[src/rtl/core/token_bucket_rate_limiter_assert.svh]
// Assertion macros of the token bucket rate limiter, used by the tbrl_bucket module.
`ifndef TOKEN_BUCKET_RATE_LIMITER_ASSERT_SVH
`define TOKEN_BUCKET_RATE_LIMITER_ASSERT_SVH

// A condition that must hold at every rising clock edge outside reset.
`define TBRL_ASSERT_ALWAYS(label, cond, msg) \
    label: assert property (@(posedge clk) disable iff (!rst_n) (cond)) else $error(msg);

// A consequence that must hold in the same cycle as its cause.
`define TBRL_ASSERT_SAME(label, cause, effect, msg) \
    label: assert property (@(posedge clk) disable iff (!rst_n) (cause) |-> (effect)) \
        else $error(msg);

// A consequence that must hold in the cycle after its cause.
`define TBRL_ASSERT_NEXT(label, cause, effect, msg) \
    label: assert property (@(posedge clk) disable iff (!rst_n) (cause) |=> (effect)) \
        else $error(msg);

`endif

[src/rtl/core/tbrl_pkg.sv]
// Shared types and constants of the token bucket rate limiter.
`timescale 1ns / 1ps

package tbrl_pkg;

    localparam int TIME_BITS_DEFAULT  = 48;
    localparam int LEVEL_BITS_DEFAULT = 48;

    localparam int FIELD_W     = 48;
    localparam int RATE_W      = 32;
    localparam int MUL_W       = 32;
    localparam int APB_DATA_W  = 64;
    localparam int APB_ADDR_W  = 4;
    localparam int REG_IDX_W   = 1;

    localparam logic [REG_IDX_W-1:0] REG_IDX_RATE = 1'b0;
    localparam logic [REG_IDX_W-1:0] REG_IDX_CAP  = 1'b1;

    typedef enum logic [1:0] {
        VERDICT_GRANT    = 2'd0,
        VERDICT_DENY_LOW = 2'd1,
        VERDICT_DENY_CAP = 2'd2
    } verdict_t;

    typedef struct packed {
        logic wr;
        logic fill;
    } cfg_evt_t;

    typedef struct packed {
        logic s1_load;
        logic s2_load;
        logic s3_load;
    } pipe_load_t;

endpackage

[src/rtl/core/tbrl_cfg.sv]
// Configuration registers of the token bucket rate limiter behind an APB-style port.
`timescale 1ns / 1ps

module tbrl_cfg #(
    parameter int LEVEL_BITS = tbrl_pkg::LEVEL_BITS_DEFAULT
) (
    input  logic                            clk,
    input  logic                            rst_n,
    input  logic                            psel,
    input  logic                            penable,
    input  logic                            pwrite,
    input  logic [tbrl_pkg::APB_ADDR_W-1:0] paddr,
    input  logic [tbrl_pkg::APB_DATA_W-1:0] pwdata,
    output logic [tbrl_pkg::APB_DATA_W-1:0] prdata,
    output logic                            pready,
    output logic [tbrl_pkg::RATE_W-1:0]     rate,
    output logic [LEVEL_BITS-1:0]           cap,
    output logic [LEVEL_BITS-1:0]           cap_next,
    output tbrl_pkg::cfg_evt_t              evt
);

    logic [tbrl_pkg::RATE_W-1:0]    rate_reg;
    logic [tbrl_pkg::RATE_W-1:0]    rate_next;
    logic [LEVEL_BITS-1:0]          cap_reg;
    logic [tbrl_pkg::REG_IDX_W-1:0] idx;
    logic                           wr;

    assign idx    = paddr[tbrl_pkg::APB_ADDR_W-1 -: tbrl_pkg::REG_IDX_W];
    assign wr     = psel && penable && pwrite;
    assign pready = 1'b1;
    assign rate   = rate_reg;
    assign cap    = cap_reg;

    always_comb
    begin
        rate_next = rate_reg;
        cap_next  = cap_reg;
        evt.wr    = wr;
        evt.fill  = 1'b0;
        if (wr)
        begin
            case (idx)
                tbrl_pkg::REG_IDX_RATE:
                begin
                    rate_next = pwdata[tbrl_pkg::RATE_W-1:0];
                end
                tbrl_pkg::REG_IDX_CAP:
                begin
                    cap_next = LEVEL_BITS'(pwdata[tbrl_pkg::FIELD_W-1:0]);
                    evt.fill = (cap_reg == '0);
                end
                default:
                begin
                end
            endcase
        end
    end

    always_comb
    begin
        case (idx)
            tbrl_pkg::REG_IDX_RATE: prdata = tbrl_pkg::APB_DATA_W'(rate_reg);
            tbrl_pkg::REG_IDX_CAP:  prdata = tbrl_pkg::APB_DATA_W'(cap_reg);
            default:                prdata = '0;
        endcase
    end

    always_ff @(posedge clk or negedge rst_n)
    begin
        if (!rst_n)
        begin
            rate_reg <= '0;
            cap_reg  <= '0;
        end
        else
        begin
            rate_reg <= rate_next;
            cap_reg  <= cap_next;
        end
    end

endmodule

[config.mk]
export PLATFORM = sky130hd
export DESIGN_NAME = tbrl_cfg
export DESIGN_NICKNAME = d
export VERILOG_FILES = /design/src/rtl/core/token_bucket_rate_limiter_assert.svh /design/src/rtl/core/tbrl_pkg.sv /design/src/rtl/core/tbrl_cfg.sv
export SDC_FILE = /design/constraint.sdc
export NUM_CORES = 1
export LEC_CHECK = 0
export ABC_AREA = 1
export BUFFER_PORTS_ARGS = -buffer_cell sky130_fd_sc_hd__buf_2
export CAP_MARGIN = 0
export CORE_ASPECT_RATIO = 0.6
export CORE_MARGIN = 10
export CORE_UTILIZATION = 43
export CTS_BUF_LIST = sky130_fd_sc_hd__clkbuf_8
export DETAILED_ROUTE_END_ITERATION = 10
export HOLD_SLACK_MARGIN = 0.1
export PLACE_DENSITY = 0.83
export REMOVE_ABC_BUFFERS = 1
export SYNTH_ARGS = -nofsm -noshare
export SYNTH_HDL_FRONTEND = slang
export SYNTH_SLANG_ARGS = --single-unit
[constraint.sdc]
create_clock -name clk -period 0.9 [get_ports clk]
set_input_delay 0 -clock clk [delete_from_list [all_inputs] [get_ports clk]]
set_output_delay 0 -clock clk [all_outputs]
set_load 0.01 [all_outputs]
==> flow_metrics.tcl <==
set metrics [dict create \
    status "complete, but fails checks" \
    failed_checks "negative hold slack, negative setup slack" \
    finalSetupViolations 170 \
    hold_viol 9 \
    grt_use_total 0.250 \
    grt_max_degree 81 \
    cpMostUsedCell "nand2_1" \
    cp_cell_sequence "inv_2, nand2_1, nor2_2, nand2_1, nor2_1, nand2_1, nor2_1, buf_2" \
    synth_edf_count 0 \
    max_freq_mhz 642 \
    grt_pass1_wl_mm 26.9 \
    crit-reg2reg-launch "cap[32]$_DFF_PN0_" \
    rows 26 \
    cts-buffers-inserted 9 \
    min_from "pwdata[34]" \
    fin_setup_tns_ns -31.95 \
    finalPower_mw 15.5 \
    hold-worst-slack_ns -0.122 \
    ys_warn_count 0 \
    routabilityCongestion 0.971 \
    clkPwrFrac 0.165 \
    die_area_um2 13500 \
    yosys_most_used_dff "dfrtp_1" \
    critPathLaunch "cap[7]$_DFF_PN0_" \
    postRouteAntennaNets 0 \
    place_hpwl_mm 11.8 \
    power.density_nw_per_um2 2070 \
    overflow 0 \
    end_kind "primary output" \
    async_flop_share 1.00 \
    pwr-share-seq 0.321 \
    yosysUniqueCellTypes 18 \
    h-tree-depth 3 \
    p_leak_nw 4.06 \
    area_growth_pct 90.1 \
    synth_top_area_frac 0.509 \
    largest_register_ff_count 48 \
    path_class "flip-flop to primary output" \
    holdBufCountCts 33 \
    critPathLaunchType "flip-flop" \
    vias 5225 \
    final-max-slew-violation-count 0 \
    fin_skew_ns 0 \
    fp.dieW_um 143 \
    cp_max_fo 3 \
    clock_path_buffers 2 \
    synth_seq_area_share 0.509 \
    yosys-top-cells-count "nand2_1 (184), dfrtp_1 (80), o21ai_0 (79)" \
    clkLatencyLatePin_ns 0.34 \
    num_antenna_cells 0 \
    cp.arrival_ns 1.56 \
    yosys.area.top_type "dfrtp_1" \
    first_pass_iters 8 \
    drt_iter0_markers 278 \
    wl_per_cell_um 20.7 \
    post-route-period-util 1.73 \
    root_buffer "clkbuf_8" \
    internal-power_mw 9.58 \
    min_period_ns 1.56 \
    layout-drive-gt1-share 0.560 \
    wl_mm 20.4 \
    port_buffers 231 \
    vias_per_cell 5.31 \
    netlist_instances 509 \
    antenna_found_initial 0 \
    sw_frac_of_total 0.381 \
    drc_errors 0 \
    cts.clk_slew.worst_paths_ns 0.08 \
    cap_violations 0 \
    grt_pass1_vias 5119 \
    cts_tree "yes" \
    ys_ff_latch 80 \
    boundaryPins 268 \
    critPathSlowestCell "dfrtp_1" \
    min-delay-path-class "input port to flip-flop" \
    rsz0062_at_grt "yes" \
    die_y_um 94.1 \
    slowest_delay_ns 0.41 \
    fin_ws_ns -0.657 \
    ir_drop_v 0.00142 \
    switching_power_mw 5.88 \
    required_ns 0.90 \
    p_comb_frac 0.515 \
    initial_core_util 0.451 \
    cts_num_sinks 80 \
    avgSynthCellArea_um2 7.72 \
    core_region_area_um2 8720 \
    fin_nets 942 \
    synth.most_common_cell "nand2_1" \
    synth_area_um2 3930 \
    synth_area_leaders "dfrtp_1 (51%), nand2_1 (18%), o21ai_0 (10%), inv_1 (5.3%), buf_4 (5.0%)" \
]
## through the flow
stage | setup WS, ns | std cells | instance area (um2) | hold slack, ns | util
after floorplan | -0.350 | 478 | 3680 | -0.296 | -
after global placement | -0.239 | 881 | 5500 | 0.0536 | 0.630
after detailed placement | -0.273 | 881 | 5500 | 0.0634 | 0.630
after CTS | -0.598 | 969 | 6850 | -0.139 | 0.786
after global routing | -0.756 | 984 | 7470 | -0.137 | 0.857
final | -0.657 | 984 | 7470 | -0.122 | 0.857
## layout make-up
cell class	instances	area [um2]
Tap cell	112	140
Timing Repair Buffer	380	3130
Multi-Input combinational cell	340	1790
Clock buffer	9	124
Fill cell	441	1250
Sequential cell	80	2000
Inverter	58	228
Clock inverter	5	50.0
## critical path, delay by kind of cell, from the launching register on
| kind | cells | cell delay, ns |
|---|---|---|
| buffers and inverters | 2 | 0.23 |
| DFF | 1 | 0.41 |
| and+or+nand+nor | 6 | 0.56 |
## cell families (layout without fill, tap and decap cells)
group | after synthesis | in the layout | share of synthesized area
buf+inv | 104 | 452 | 0.134
other cells | 2 | 17 | 0.00191
compound gates | 80 | 80 | 0.102
simple gates | 243 | 243 | 0.253
flops | 80 | 80 | 0.509
## worst paths after layout
path                                         to  slack, ns  cells past startpoint
setup reg to reg              cap[32]$_DFF_PN0_      -0.47                      8
hold reg to reg            rate[24]$_DFFE_PN0P_       0.53                      2
max in group asynchronous  rate[30]$_DFFE_PN0P_       0.33                      3
min in group asynchronous     cap[12]$_DFF_PN0_       0.21                      3
hold / removal                cap[34]$_DFF_PN0_      -0.12                      3
setup / recovery                         evt[0]      -0.66                      8
## metal layers
layer | wire length [um] | up-vias | track usage
li1 | - | 2282 | -
met5 | 0 | - | 0
met2 | 10400 | 388 | 0.448
met4 | 760 | 0 | 0.0787
met3 | 2190 | 70 | 0.0813
met1 | 7090 | 2485 | 0.276
## power groups by stage
stage	clock [mW]	combinational, mW	sequential [mW]
after floorplan	0	1.64	5.17
after global placement	0	4.89	4.77
after detailed placement	0	4.97	4.84
after CTS	2.55	6.59	4.84
after global routing	2.71	8.44	5.02
final	2.55	7.96	4.96
## repair_timing
item / 4_1_cts / 5_1_grt
endpoints found under the setup margin: 162 / 191
hold endpoints to repair: 155 / 14
buffers inserted: 66 / 31
gates resized for setup: 223 / 142
pin swaps: 41 / 16
## cells in the final DEF, fill, tap and decap left out, types with 11 or more instances in the layout
master / count
buf_2: 158
buf_4: 43
buf_6: 141
dlygate4sd3_1: 33
nand3_1: 36
inv_2: 44
nand2_2: 19
nor2_1: 16
nand2_1: 163
conb_1: 17
inv_1: 11
o21ai_0: 16
dfrtp_1: 80
o21ai_2: 46
No activity file was read; power rests on OpenSTA's default activity.
