## src/rtl/core/token_bucket_rate_limiter_assert.svh

```systemverilog
// Assertion macros of the token bucket rate limiter, used by the tbrl_bucket module.
`ifndef TOKEN_BUCKET_RATE_LIMITER_ASSERT_SVH
`define TOKEN_BUCKET_RATE_LIMITER_ASSERT_SVH

// A condition that must hold at every rising clock edge outside reset.
`define TBRL_ASSERT_ALWAYS(label, cond, msg) \
    label: assert property (@(posedge clk) disable iff (!rst_n) (cond)) else $error(msg);

// A consequence that must hold in the same cycle as its cause.
`define TBRL_ASSERT_SAME(label, cause, effect, msg) \
    label: assert property (@(posedge clk) disable iff (!rst_n) (cause) |-> (effect)) \
        else $error(msg);

// A consequence that must hold in the cycle after its cause.
`define TBRL_ASSERT_NEXT(label, cause, effect, msg) \
    label: assert property (@(posedge clk) disable iff (!rst_n) (cause) |=> (effect)) \
        else $error(msg);

`endif

```

## src/rtl/core/tbrl_pkg.sv

```systemverilog
// Shared types and constants of the token bucket rate limiter.
`timescale 1ns / 1ps

package tbrl_pkg;

    localparam int TIME_BITS_DEFAULT  = 48;
    localparam int LEVEL_BITS_DEFAULT = 48;

    localparam int FIELD_W     = 48;
    localparam int RATE_W      = 32;
    localparam int MUL_W       = 32;
    localparam int APB_DATA_W  = 64;
    localparam int APB_ADDR_W  = 4;
    localparam int REG_IDX_W   = 1;

    localparam logic [REG_IDX_W-1:0] REG_IDX_RATE = 1'b0;
    localparam logic [REG_IDX_W-1:0] REG_IDX_CAP  = 1'b1;

    typedef enum logic [1:0] {
        VERDICT_GRANT    = 2'd0,
        VERDICT_DENY_LOW = 2'd1,
        VERDICT_DENY_CAP = 2'd2
    } verdict_t;

    typedef struct packed {
        logic wr;
        logic fill;
    } cfg_evt_t;

    typedef struct packed {
        logic s1_load;
        logic s2_load;
        logic s3_load;
    } pipe_load_t;

endpackage

```

## src/rtl/core/tbrl_prod.sv

```systemverilog
// Input register and two-stage split multiplier forming timestamp times refill rate.
`timescale 1ns / 1ps

module tbrl_prod #(
    parameter int TIME_BITS = tbrl_pkg::TIME_BITS_DEFAULT
) (
    input  logic                          clk,
    input  tbrl_pkg::pipe_load_t          load,
    input  logic [tbrl_pkg::FIELD_W-1:0]  timestamp_us,
    input  logic [tbrl_pkg::FIELD_W-1:0]  token_cost,
    input  logic [tbrl_pkg::RATE_W-1:0]   rate,
    output logic [TIME_BITS+tbrl_pkg::MUL_W-1:0] prod,
    output logic [tbrl_pkg::FIELD_W-1:0]  cost
);

    localparam int PROD_W = TIME_BITS + tbrl_pkg::MUL_W;
    localparam int WIDE_W = 3 * tbrl_pkg::MUL_W;

    logic [TIME_BITS-1:0]             s1_ts_reg;
    logic [tbrl_pkg::FIELD_W-1:0]     s1_cost_reg;
    logic [2*tbrl_pkg::MUL_W-1:0]     s2_lo_reg;
    logic [2*tbrl_pkg::MUL_W-1:0]     s2_hi_reg;
    logic [tbrl_pkg::FIELD_W-1:0]     s2_cost_reg;
    logic [PROD_W-1:0]                s3_prod_reg;
    logic [tbrl_pkg::FIELD_W-1:0]     s3_cost_reg;

    logic [2*tbrl_pkg::MUL_W-1:0]     ts_wide;
    logic [2*tbrl_pkg::MUL_W-1:0]     lo_next;
    logic [2*tbrl_pkg::MUL_W-1:0]     hi_next;
    logic [WIDE_W-1:0]                sum_next;

    // The timestamp is split into two 32-bit halves, each multiplied separately.
    assign ts_wide  = (2*tbrl_pkg::MUL_W)'(s1_ts_reg);
    assign lo_next  = {{tbrl_pkg::MUL_W{1'b0}}, ts_wide[tbrl_pkg::MUL_W-1:0]}
                    * {{tbrl_pkg::MUL_W{1'b0}}, rate};
    assign hi_next  = {{tbrl_pkg::MUL_W{1'b0}}, ts_wide[2*tbrl_pkg::MUL_W-1:tbrl_pkg::MUL_W]}
                    * {{tbrl_pkg::MUL_W{1'b0}}, rate};
    assign sum_next = {{tbrl_pkg::MUL_W{1'b0}}, s2_lo_reg}
                    + {s2_hi_reg, {tbrl_pkg::MUL_W{1'b0}}};

    assign prod = s3_prod_reg;
    assign cost = s3_cost_reg;

    always_ff @(posedge clk)
    begin
        if (load.s1_load)
        begin
            s1_ts_reg   <= TIME_BITS'(timestamp_us);
            s1_cost_reg <= token_cost;
        end
        if (load.s2_load)
        begin
            s2_lo_reg   <= lo_next;
            s2_hi_reg   <= hi_next;
            s2_cost_reg <= s1_cost_reg;
        end
        if (load.s3_load)
        begin
            s3_prod_reg <= PROD_W'(sum_next);
            s3_cost_reg <= s2_cost_reg;
        end
    end

endmodule

```

## config.mk

```make
export PLATFORM = sky130hd
export DESIGN_NAME = tbrl_prod
export DESIGN_NICKNAME = d
export VERILOG_FILES = /design/src/rtl/core/token_bucket_rate_limiter_assert.svh /design/src/rtl/core/tbrl_pkg.sv /design/src/rtl/core/tbrl_prod.sv
export SDC_FILE = /design/constraint.sdc
export NUM_CORES = 2
export LEC_CHECK = 0
export BUFFER_PORTS_ARGS = -buffer_cell sky130_fd_sc_hd__buf_4
export CAP_MARGIN = 40
export CORE_AREA = 2 2 459 461
export DETAILED_ROUTE_END_ITERATION = 10
export DIE_AREA = 0 0 461 463
export GPL_ROUTABILITY_DRIVEN = 0
export GPL_TIMING_DRIVEN = 0
export SLEW_MARGIN = 10
export SYNTH_ARGS = -nofsm -noshare
export SYNTH_HDL_FRONTEND = slang
export SYNTH_SLANG_ARGS = --single-unit
```

## constraint.sdc

```tcl
create_clock -name clk -period 18.9 [get_ports clk]
set_clock_uncertainty 0.2 [all_clocks]
set_input_delay 2.835 -clock clk [delete_from_list [all_inputs] [get_ports clk]]
set_output_delay 2.835 -clock clk [all_outputs]
set_load 0.005 [all_outputs]
```

==> flow_summary.yaml <==
timing:
  setup_viol: 0
  rsz0062_at_grt: "false"
  timing.slew.headroom_pct: 34.97
  tightest_slew_ps: 975.4
  timing.hold.ws_ps: 216.1
  report.final.slew_viol_count: 0
  post-route-period-util_pct: 63.51
  hold_viol: 0
  finalSetupTns_ps: 0
  fmax_ghz: 0.08331
  fin_crit_ps: 12000
setup_path:
  cp_common_cell: "fa_1"
  r2r-end: "s2_lo_reg[60]"
  crit_arrival_ps: 12210
  crit_fanout: 10
  startpoint: "rate[2]"
  end_kind: "flip-flop"
  path_class: "input port to flip-flop"
  critPathSlowestCell: "a311oi_1"
  cp.required_ps: 19110
  r2r_setup_slack_ps: 8900
  timing.critical_path.to: "s2_lo_reg[60]"
  crit_path_start_kind: "input port"
  r2r-start: "s1_ts_reg[21]"
  worst-r2r-cell-count: 26
  slowest_delay_ps: 720
place:
  port_buffers: 227
  place_hpwl_um: 179700
logic_synthesis:
  synthFlopType: "edfxtp_1"
  syn-instance-count: 6157
  synthArstFlopShare_pct: 0
  yosysTopAreaCell: "fa_1"
  synth_edf_count: 384
  synth_area_leaders: "fa_1 42%, edfxtp_1 18%, ha_1 8.3%"
  synth_top_area_share_pct: 42.23
  synth.distinct_cells: 73
  yosys_warnings: 0
  synth_area_per_cell_um2: 10.12
  synth_most_common_cell: "fa_1"
  netlist_area_um2: 62330
  ys_seq_area_share_pct: 18.50
  synth_common_cells: "1315 x fa_1, 1293 x inv_1, 875 x nand2_1"
  ys_ff_latch: 384
  synth_fp_nets: 8019
grt:
  grt_pass1_wl_um: 316000
  grt_use_total_pct: 20.12
  antenna_found_initial: 13
  gr-total-overflow: 0
  grt_pass1_vias: 48500
  grt_max_degree: 105
routing:
  routed_wl_um: 212100
  ant_nets: 0
  post-route-drc-count: 0
  via_per_inst: 4.837
  wire_per_inst_um: 22.66
  drtIter0Drc: 4126
  route.vias.total: 45260
  drt_first_pass_iters: 6
finish:
  area_growth_pct: 12.47
  layout.nets: 8363
  largest_reg_flops: 80
  drive_gt1_share_pct: 6.071
  fill_cells: 21250
floorplanning:
  die_x_um: 461
  core_um2: 208500
  start_util_pct: 29.89
  die_height_um: 463
  rows: 168
  fp.dieArea_um2: 213400
  ios: 260
cts:
  cts_max_path_buffers: 3
  cts_root_buf: "clkbuf_16"
  cts-resized-gates: 0
  cts_tree: "built"
  post-cts-setup-buffers: 0
  ctsHoldBuffers: 0
  cts_buffers: 46
  cts.sinks: 384
  clkTransAtPathRegs_ps: 60
  cts_max_level: 2
  worstSkewPairLatency_ps: 660
min_path:
  hold_path.class: "flip-flop to flip-flop"
run:
  max-cap-violations: 0
run_status:
  outcome: "completed"
stage by stage:
step | util (%) | cell area, um2 | instances | setup WS [ps]
6_report | 33.62 | 70100 | 9358 | 6897
5_1_grt | 33.60 | 70070 | 9345 | 6647
4_1_cts | 33.60 | 70070 | 9344 | 6956
3_5_place_dp | 32.84 | 68480 | 9258 | 6269
3_3_place_gp | 32.39 | 67540 | 9189 | 6033
2_1_floorplan | - | 62330 | 6157 | 8529
logic make-up (layout without fill, tap and decap cells):
kind of cell	after synthesis	after routing	share of synthesized area [%]
AO/OA/AOI/OAI	423	423	4.402
XOR/XNOR	148	148	2.080
adder cells (fa/ha/maj)	1730	1730	50.57
buffers and inverters	1635	2017	9.860
flip-flops	384	384	18.50
other	0	14	0
AND/OR/NAND/NOR	1837	1837	14.59
worst min path at each step:
stage / end / from / slack (ps) / depth (start not counted)
2_1_floorplan: cost[0] / s2_cost_reg[0] / 200 / 0
3_3_place_gp: s2_cost_reg[29] / s1_cost_reg[29] / 200 / 0
3_5_place_dp: cost[16] / s2_cost_reg[16] / 200 / 0
4_1_cts: prod[8] / s2_lo_reg[8] / 220 / 0
5_1_grt: s2_cost_reg[42] / s1_cost_reg[42] / 220 / 0
6_report: s2_cost_reg[42] / s1_cost_reg[42] / 220 / 0
layout make-up:
cell class / instances / area (um2) / share of cell area, %
plain buffers: 342 / 1295 / 1.847
diodes: 14 / 35.03 / 0.04997
well taps: 2805 / 3510 / 5.006
inverters: 1293 / 4853 / 6.923
repair buffers: 296 / 2635 / 3.759
multi-input cells: 4138 / 44650 / 63.70
clock buffers: 46 / 1151 / 1.642
flip-flops and latches: 384 / 11530 / 16.45
clock inverters: 40 / 440.4 / 0.6282
worst max-delay path, delay by kind of cell:
| kind | cells | cell delay [ps] |
|---|---|---|
| and+or+nand+nor | 4 | 1120 |
| buffers and inverters | 8 | 1890 |
| xor gates and xnor gates | 1 | 390 |
| adders and majority gates | 9 | 4600 |
| AOI/OAI and AO/OA | 5 | 1340 |
layout by cell type, fill, tap and decap left out, types with 5 or more instances in the layout:
master,instances
a31oi_1,13
xor2_1,46
buf_8,26
and3_1,16
nor2b_1,17
inv_1,1293
o21a_1,9
and2_1,751
o21ai_0,44
diode_2,14
clkinvlp_4,6
clkbuf_16,46
nor2_1,79
clkinv_1,6
buf_4,225
a21o_1,85
o211ai_1,8
clkinv_4,5
a221oi_1,6
fa_1,1315
nor3_1,15
nand2_1,875
ha_1,415
nand2b_1,8
edfxtp_1,384
and4_1,6
a21oi_1,149
xnor2_1,102
inv_6,9
clkbuf_1,324
a211oi_1,12
o21ai_1,19
nand3_1,32
o21bai_1,24
buf_1,14
nand4_1,21
buf_6,43
routing by layer:
metal	up-vias	wire length, um	global-route usage (%)
li1	19170	-	-
met1	23400	82450	25.33
met2	2171	94700	31.59
met3	519	21000	5.147
met4	4	13880	10.81
met5	-	23	0
Power is left out: the tool's default activity adds up to more than one toggle a clock period on the data nets, which glitch-free logic cannot reach.
