$ cat config.mk
export PLATFORM = sky130hd
export DESIGN_NAME = tbrl_bucket
export DESIGN_NICKNAME = d
export VERILOG_FILES = /design/src/rtl/core/tbrl_pkg.sv /design/src/rtl/core/tbrl_bucket.sv
export VERILOG_INCLUDE_DIRS = /design/src /design/src/rtl/core
export SDC_FILE = /design/constraint.sdc
export NUM_CORES = 2
export LEC_CHECK = 0
export ABC_AREA = 1
export BUFFER_PORTS_ARGS = -buffer_cell sky130_fd_sc_hd__buf_2
export CORE_MARGIN = 3
export CORE_UTILIZATION = 30
export CTS_CLUSTER_DIAMETER = 100
export DETAILED_ROUTE_END_ITERATION = 8
export HOLD_SLACK_MARGIN = 0.12
export SYNTH_ARGS = -nofsm -noshare
export SYNTH_HDL_FRONTEND = slang
export SYNTH_SLANG_ARGS = --single-unit
$ cat constraint.sdc
create_clock -name clk -period 9.7 [get_ports clk]
set_input_delay 0.97 -clock clk [delete_from_list [all_inputs] [get_ports clk]]
set_output_delay 0.97 -clock clk [all_outputs]
set_load 0.02 [all_outputs]
$ cat src/rtl/core/token_bucket_rate_limiter_assert.svh
// Assertion macros of the token bucket rate limiter, used by the tbrl_bucket module.
`ifndef TOKEN_BUCKET_RATE_LIMITER_ASSERT_SVH
`define TOKEN_BUCKET_RATE_LIMITER_ASSERT_SVH

// A condition that must hold at every rising clock edge outside reset.
`define TBRL_ASSERT_ALWAYS(label, cond, msg) \
    label: assert property (@(posedge clk) disable iff (!rst_n) (cond)) else $error(msg);

// A consequence that must hold in the same cycle as its cause.
`define TBRL_ASSERT_SAME(label, cause, effect, msg) \
    label: assert property (@(posedge clk) disable iff (!rst_n) (cause) |-> (effect)) \
        else $error(msg);

// A consequence that must hold in the cycle after its cause.
`define TBRL_ASSERT_NEXT(label, cause, effect, msg) \
    label: assert property (@(posedge clk) disable iff (!rst_n) (cause) |=> (effect)) \
        else $error(msg);

`endif

$ cat src/rtl/core/tbrl_pkg.sv
// Shared types and constants of the token bucket rate limiter.
`timescale 1ns / 1ps

package tbrl_pkg;

    localparam int TIME_BITS_DEFAULT  = 48;
    localparam int LEVEL_BITS_DEFAULT = 48;

    localparam int FIELD_W     = 48;
    localparam int RATE_W      = 32;
    localparam int MUL_W       = 32;
    localparam int APB_DATA_W  = 64;
    localparam int APB_ADDR_W  = 4;
    localparam int REG_IDX_W   = 1;

    localparam logic [REG_IDX_W-1:0] REG_IDX_RATE = 1'b0;
    localparam logic [REG_IDX_W-1:0] REG_IDX_CAP  = 1'b1;

    typedef enum logic [1:0] {
        VERDICT_GRANT    = 2'd0,
        VERDICT_DENY_LOW = 2'd1,
        VERDICT_DENY_CAP = 2'd2
    } verdict_t;

    typedef struct packed {
        logic wr;
        logic fill;
    } cfg_evt_t;

    typedef struct packed {
        logic s1_load;
        logic s2_load;
        logic s3_load;
    } pipe_load_t;

endpackage

$ cat src/rtl/core/tbrl_bucket.sv
// Token level state, refill and grant decision, and the result register.
`timescale 1ns / 1ps

`include "token_bucket_rate_limiter_assert.svh"

module tbrl_bucket #(
    parameter int TIME_BITS  = tbrl_pkg::TIME_BITS_DEFAULT,
    parameter int LEVEL_BITS = tbrl_pkg::LEVEL_BITS_DEFAULT
) (
    input  logic                                 clk,
    input  logic                                 rst_n,
    input  logic                                 item_valid,
    input  logic [TIME_BITS+tbrl_pkg::MUL_W-1:0] prod,
    input  logic [tbrl_pkg::FIELD_W-1:0]         cost,
    input  logic [LEVEL_BITS-1:0]                cap,
    input  logic [LEVEL_BITS-1:0]                cap_next,
    input  tbrl_pkg::cfg_evt_t                   cfg_evt,
    input  logic                                 rsp_stall,
    output logic                                 rsp_valid,
    output logic [1:0]                           verdict,
    output logic [tbrl_pkg::FIELD_W-1:0]         level_after,
    output logic                                 item_free
);

    localparam int PROD_W = TIME_BITS + tbrl_pkg::MUL_W;
    localparam int CMP_W  = 64;

    logic [LEVEL_BITS-1:0]         level_reg;
    logic [PROD_W-1:0]             last_prod_reg;
    logic                          fill_reg;
    logic                          restart_reg;
    logic                          out_valid_reg;
    tbrl_pkg::verdict_t            verdict_reg;
    logic [tbrl_pkg::FIELD_W-1:0]  level_out_reg;

    logic                          out_free;
    logic                          take;
    logic [LEVEL_BITS-1:0]         lvl0;
    logic [PROD_W-1:0]             lp0;
    logic [PROD_W-1:0]             inc;
    logic [LEVEL_BITS-1:0]         room;
    logic                          sat;
    logic [LEVEL_BITS-1:0]         lvl_ref;
    logic                          short_of_tokens;
    logic [LEVEL_BITS-1:0]         level_next;
    logic [PROD_W-1:0]             last_prod_next;
    tbrl_pkg::verdict_t            verdict_next;
    logic [LEVEL_BITS-1:0]         level_clamped;

    assign out_free  = !out_valid_reg || !rsp_stall;
    assign take      = item_valid && out_free;
    assign item_free = !item_valid || out_free;

    // Pending effects are applied before the request itself is looked at.
    assign lvl0 = fill_reg ? cap : level_reg;
    assign lp0  = restart_reg ? prod : last_prod_reg;

    // Both products share the same rate, so their difference is the elapsed time times the rate.
    assign inc     = (prod > lp0) ? (prod - lp0) : '0;
    assign room    = (lvl0 >= cap) ? '0 : (cap - lvl0);
    assign sat     = (inc > PROD_W'(room)) || (lvl0 > cap);
    assign lvl_ref = sat ? cap : (lvl0 + LEVEL_BITS'(inc));
    assign short_of_tokens = CMP_W'(lvl_ref) < CMP_W'(cost);

    always_comb
    begin
        level_next     = lvl0;
        last_prod_next = lp0;
        verdict_next   = tbrl_pkg::VERDICT_GRANT;
        if (cost == '0)
        begin
            verdict_next = tbrl_pkg::VERDICT_GRANT;
        end
        else if (cap == '0)
        begin
            verdict_next = tbrl_pkg::VERDICT_DENY_CAP;
        end
        else
        begin
            last_prod_next = prod;
            if (short_of_tokens)
            begin
                verdict_next = tbrl_pkg::VERDICT_DENY_LOW;
                level_next   = lvl_ref;
            end
            else
            begin
                verdict_next = tbrl_pkg::VERDICT_GRANT;
                level_next   = lvl_ref - LEVEL_BITS'(cost);
            end
        end
    end

    assign level_clamped = (level_reg > cap_next) ? cap_next : level_reg;

    always_ff @(posedge clk or negedge rst_n)
    begin
        if (!rst_n)
        begin
            level_reg     <= '0;
            last_prod_reg <= '0;
            fill_reg      <= 1'b1;
            restart_reg   <= 1'b1;
            out_valid_reg <= 1'b0;
        end
        else
        begin
            if (cfg_evt.wr)
            begin
                level_reg   <= level_clamped;
                restart_reg <= 1'b1;
                if (cfg_evt.fill)
                begin
                    fill_reg <= 1'b1;
                end
            end
            else if (take)
            begin
                level_reg     <= level_next;
                last_prod_reg <= last_prod_next;
                fill_reg      <= 1'b0;
                restart_reg   <= 1'b0;
            end
            if (out_free)
            begin
                out_valid_reg <= item_valid;
            end
        end
    end

    always_ff @(posedge clk)
    begin
        if (take)
        begin
            verdict_reg   <= verdict_next;
            level_out_reg <= tbrl_pkg::FIELD_W'(level_next);
        end
    end

    assign rsp_valid   = out_valid_reg;
    assign verdict     = verdict_reg;
    assign level_after = level_out_reg;

    `TBRL_ASSERT_ALWAYS(a_level_within_cap, level_reg <= cap, "token level above capacity")
    `TBRL_ASSERT_SAME(a_zero_cap_empty, rsp_valid && (verdict_reg == tbrl_pkg::VERDICT_DENY_CAP), level_out_reg == '0, "zero-capacity denial reports a nonzero level")
    `TBRL_ASSERT_NEXT(a_pending_cleared, take && !cfg_evt.wr, !restart_reg && !fill_reg, "pending flags survived a request")

endmodule

==> qor.txt <==
Clk_skew: 23.75 ps
Die Span X: 322.1 um
All-Layer GR Usage: 24.11%
Core ar.: 98,710 um^2
Synth top area cells: nand2_1 (15%), ha_1 (13%), dfrtp_1 (11%), inv_1 (11%), a21oi_1 (9.7%)
Layout Nets: 5,883
Post-synthesis sequential area ratio: 15.95%
Leak Pwr: 0.01772 uW
Flop-to-flop setup slack: 550 ps
Type of origin of the critical path: flip-flop
RSZ-0062 raised after global routing: no
Max Cap Violations: 0
TritonCTS clock tree: built
Clock slew seen by the registers of the worst setup and hold paths: 90 ps
P_sw: 4114 uW
Vias in the first global route: 32,120
Post-synth ARST share: 72.38%
Rel. slew slack: 27.25%
Dpl cell area: 33,060 um^2
CTS Buf Count: 17
Netlist Area Pre-Place: 29,980 um^2
Synth top area share: 15.16%
CTS Sinks: 181
Top_reg_cell synth: dfrtp_1
Fmax: 109.2 MHz
Critical path class: flip-flop to flip-flop
Placed cell count: 6,590
Post-route ant nets: 0
Worst hold-check path type: input pin to async pin
H-tree depth: 4
Status: complete, no violations
Endpoint class of the critical path: flip-flop
Tmin final: 9154 ps
Slew Limit Fails: 0
Yosys reg bits: 181
Hpwl dp: 109,400 um
Root Buffer: clkbuf_16
Die Y-Extent: 322.1 um
IO Count: 282
Sw frac: 55.80%
Tightest Pin Transition: 1091 ps
GPL Wtd Cong: 1.033
Top delay family on crit path: simple AND/OR/NAND/NOR gates
Fillers: 11,150
Total power: 7372 uW
Cells after Synth: 5,074
WP buf/inv: 7
Part of the power in registers: 16.8%
CP max-delay cell: dfstp_4
Initial antenna violation count: 12
Row cnt: 115
Share of cells above drive strength 1: 10.22%
Clock network power share: 10.8%
Syn avg cell area: 5.908 um^2
I/O Buffers: 281
Mapped Nets: 5,628
Initial Util: 30.37%
Vias/cell: 5.182
Crit share post-route: 94.37%
Initial DRT Pass Iterations: 8
Clk_lat worst skew: 540 ps
First-iteration detailed-routing DRC count: 2,969
Yosys top cell by area: nand2_1
Layout Cells excl Fill: 6,633
First-pass GRT wire length: 190,700 um
Worst endpoint required time: 9990 ps
Internal Power: 3258 uW
Area delta synth->final: 12.91%
Count leader, synth: nand2_1
Max FO, Critical Path: 50
# DRC: 0
Pin count of the biggest net entering global routing: 111
Final setup viols: 0
Final Hold Fails: 0
Yosys cell types: 58
EDFF count, synth: 50
Die area: 103,700 um^2
Synth warn: 0
Hold Slack: 312.9 ps
Clock Tree Buf Depth: 2
Vias: 34,370
Max incr delay on CP: 780 ps
Max reg flops: 80
Peak VDD IR: 0.1770 mV
Pwr Density: 217.8 nW/um^2
Most frequent cells after synthesis: nand2_1 (1,211), inv_1 (843), a21oi_1 (583), nor2_1 (573), o21ai_0 (349)
Grt ovf: 0
Gate power share: 72.4%
DRT Wirelength: 129,300 um
Final Util: 34.29%
Most common cell on crit path: nand2_1
Crit path DAT: 9450 ps
Post-route cell area: 33,850 um^2
Avg WL per Cell: 19.49 um
-- metal layers --
layer / vias up / share of wire (%) / GRT usage, %
met5: - / 0.012 / 0
met4: 4 / 2.4 / 6.492
met3: 152 / 7.1 / 3.079
met2: 1303 / 45 / 39.66
met1: 15800 / 45 / 33.18
li1: 17110 / - / -
-- through the flow --
step | setup TNS, ps | setup WS [ps]
6_report | 0 | 545.9
5_1_grt | 0 | 20.17
4_1_cts | 0 | 140.2
3_5_place_dp | 0 | 69.85
3_3_place_gp | -12.34 | -12.34
2_1_floorplan | 0 | 1489
-- worst paths after layout --
path | from | endpoint | cells after the start
hold reg to reg | rsp_valid$_DFFE_PN0N_ | rsp_valid$_DFFE_PN0N_ | 2
hold / removal | rst_n | last_prod_reg[61]$_DFFE_PN0P_ | 1
setup reg to reg | restart_reg$_DFFE_PN1P_ | level_after[43]$_DFFE_PP_ | 42
setup / recovery | restart_reg$_DFFE_PN1P_ | level_after[43]$_DFFE_PP_ | 42
min in group clk | rsp_valid$_DFFE_PN0N_ | rsp_valid$_DFFE_PN0N_ | 2
max in group asynchronous | rst_n | level_reg[3]$_DFFE_PN0P_ | 2
-- worst register-to-register path, delay by kind of cell (launching register included) --
family / cells / cell delay, ps
buffers and inverters: 7 / 800
DFF: 1 / 780
and+or+nand+nor: 20 / 3300
xor gates and xnor gates: 2 / 330
adders and majority gates: 4 / 1500
AOI/OAI and AO/OA: 9 / 2210
-- layout by cell type, fill, tap and decap left out, types with 22 or more instances in the layout --
| master | n |
|---|---|
| o21a_1 | 27 |
| nand3_2 | 31 |
| o22ai_1 | 24 |
| o21bai_1 | 25 |
| nand2_1 | 1209 |
| nand3b_1 | 34 |
| dfrtp_1 | 129 |
| nand3_1 | 222 |
| nand4_1 | 58 |
| a31oi_1 | 58 |
| xnor2_1 | 76 |
| inv_1 | 840 |
| a21oi_1 | 581 |
| nor2_1 | 571 |
| o21ai_0 | 345 |
| inv_2 | 22 |
| edfxtp_1 | 50 |
| buf_2 | 280 |
| buf_4 | 63 |
| ha_1 | 320 |
| xor2_1 | 59 |
| nor3_1 | 29 |
| nor4_1 | 27 |
-- cells by family (layout without fill, tap and decap cells) --
| group | Yosys count | in the layout | share of synthesized area (%) |
|---|---|---|---|
| compound gates | 1160 | 1160 | 21.01 |
| fa+ha+maj | 324 | 324 | 13.62 |
| other cells | 0 | 4 | 0 |
| buf+inv | 989 | 1257 | 12.74 |
| xor+xnor | 135 | 135 | 3.944 |
| flops | 181 | 181 | 15.95 |
| simple gates | 2285 | 2285 | 32.73 |
-- cell type report --
class,count,area [um^2],area share (%)
Clock inverter,15,191.4,0.5656
Antenna cell,4,10.01,0.02957
Sequential cell,181,4786,14.14
Timing Repair Buffer,357,2123,6.273
Multi-Input combinational cell,3904,21440,63.33
Inverter,868,3264,9.645
Clock buffer,17,425.4,1.257
Tap cell,1287,1610,4.758
-- power groups by stage --
stage	clock (uW)	combinational [uW]	sequential, uW
after floorplan	0	3570	1210
after global placement	0	5160	1250
after detailed placement	0	5190	1250
after CTS	820	5210	1230
after global routing	844	5910	1250
final	794	5340	1240
-- what timing repair did --
action                                  4_1_cts  5_1_grt
setup buffers                                 0        6
endpoints found under the setup margin        0       96
hold buffers                                  0        0
resized for setup                             0       15
(Power assumes the default switching activity.)
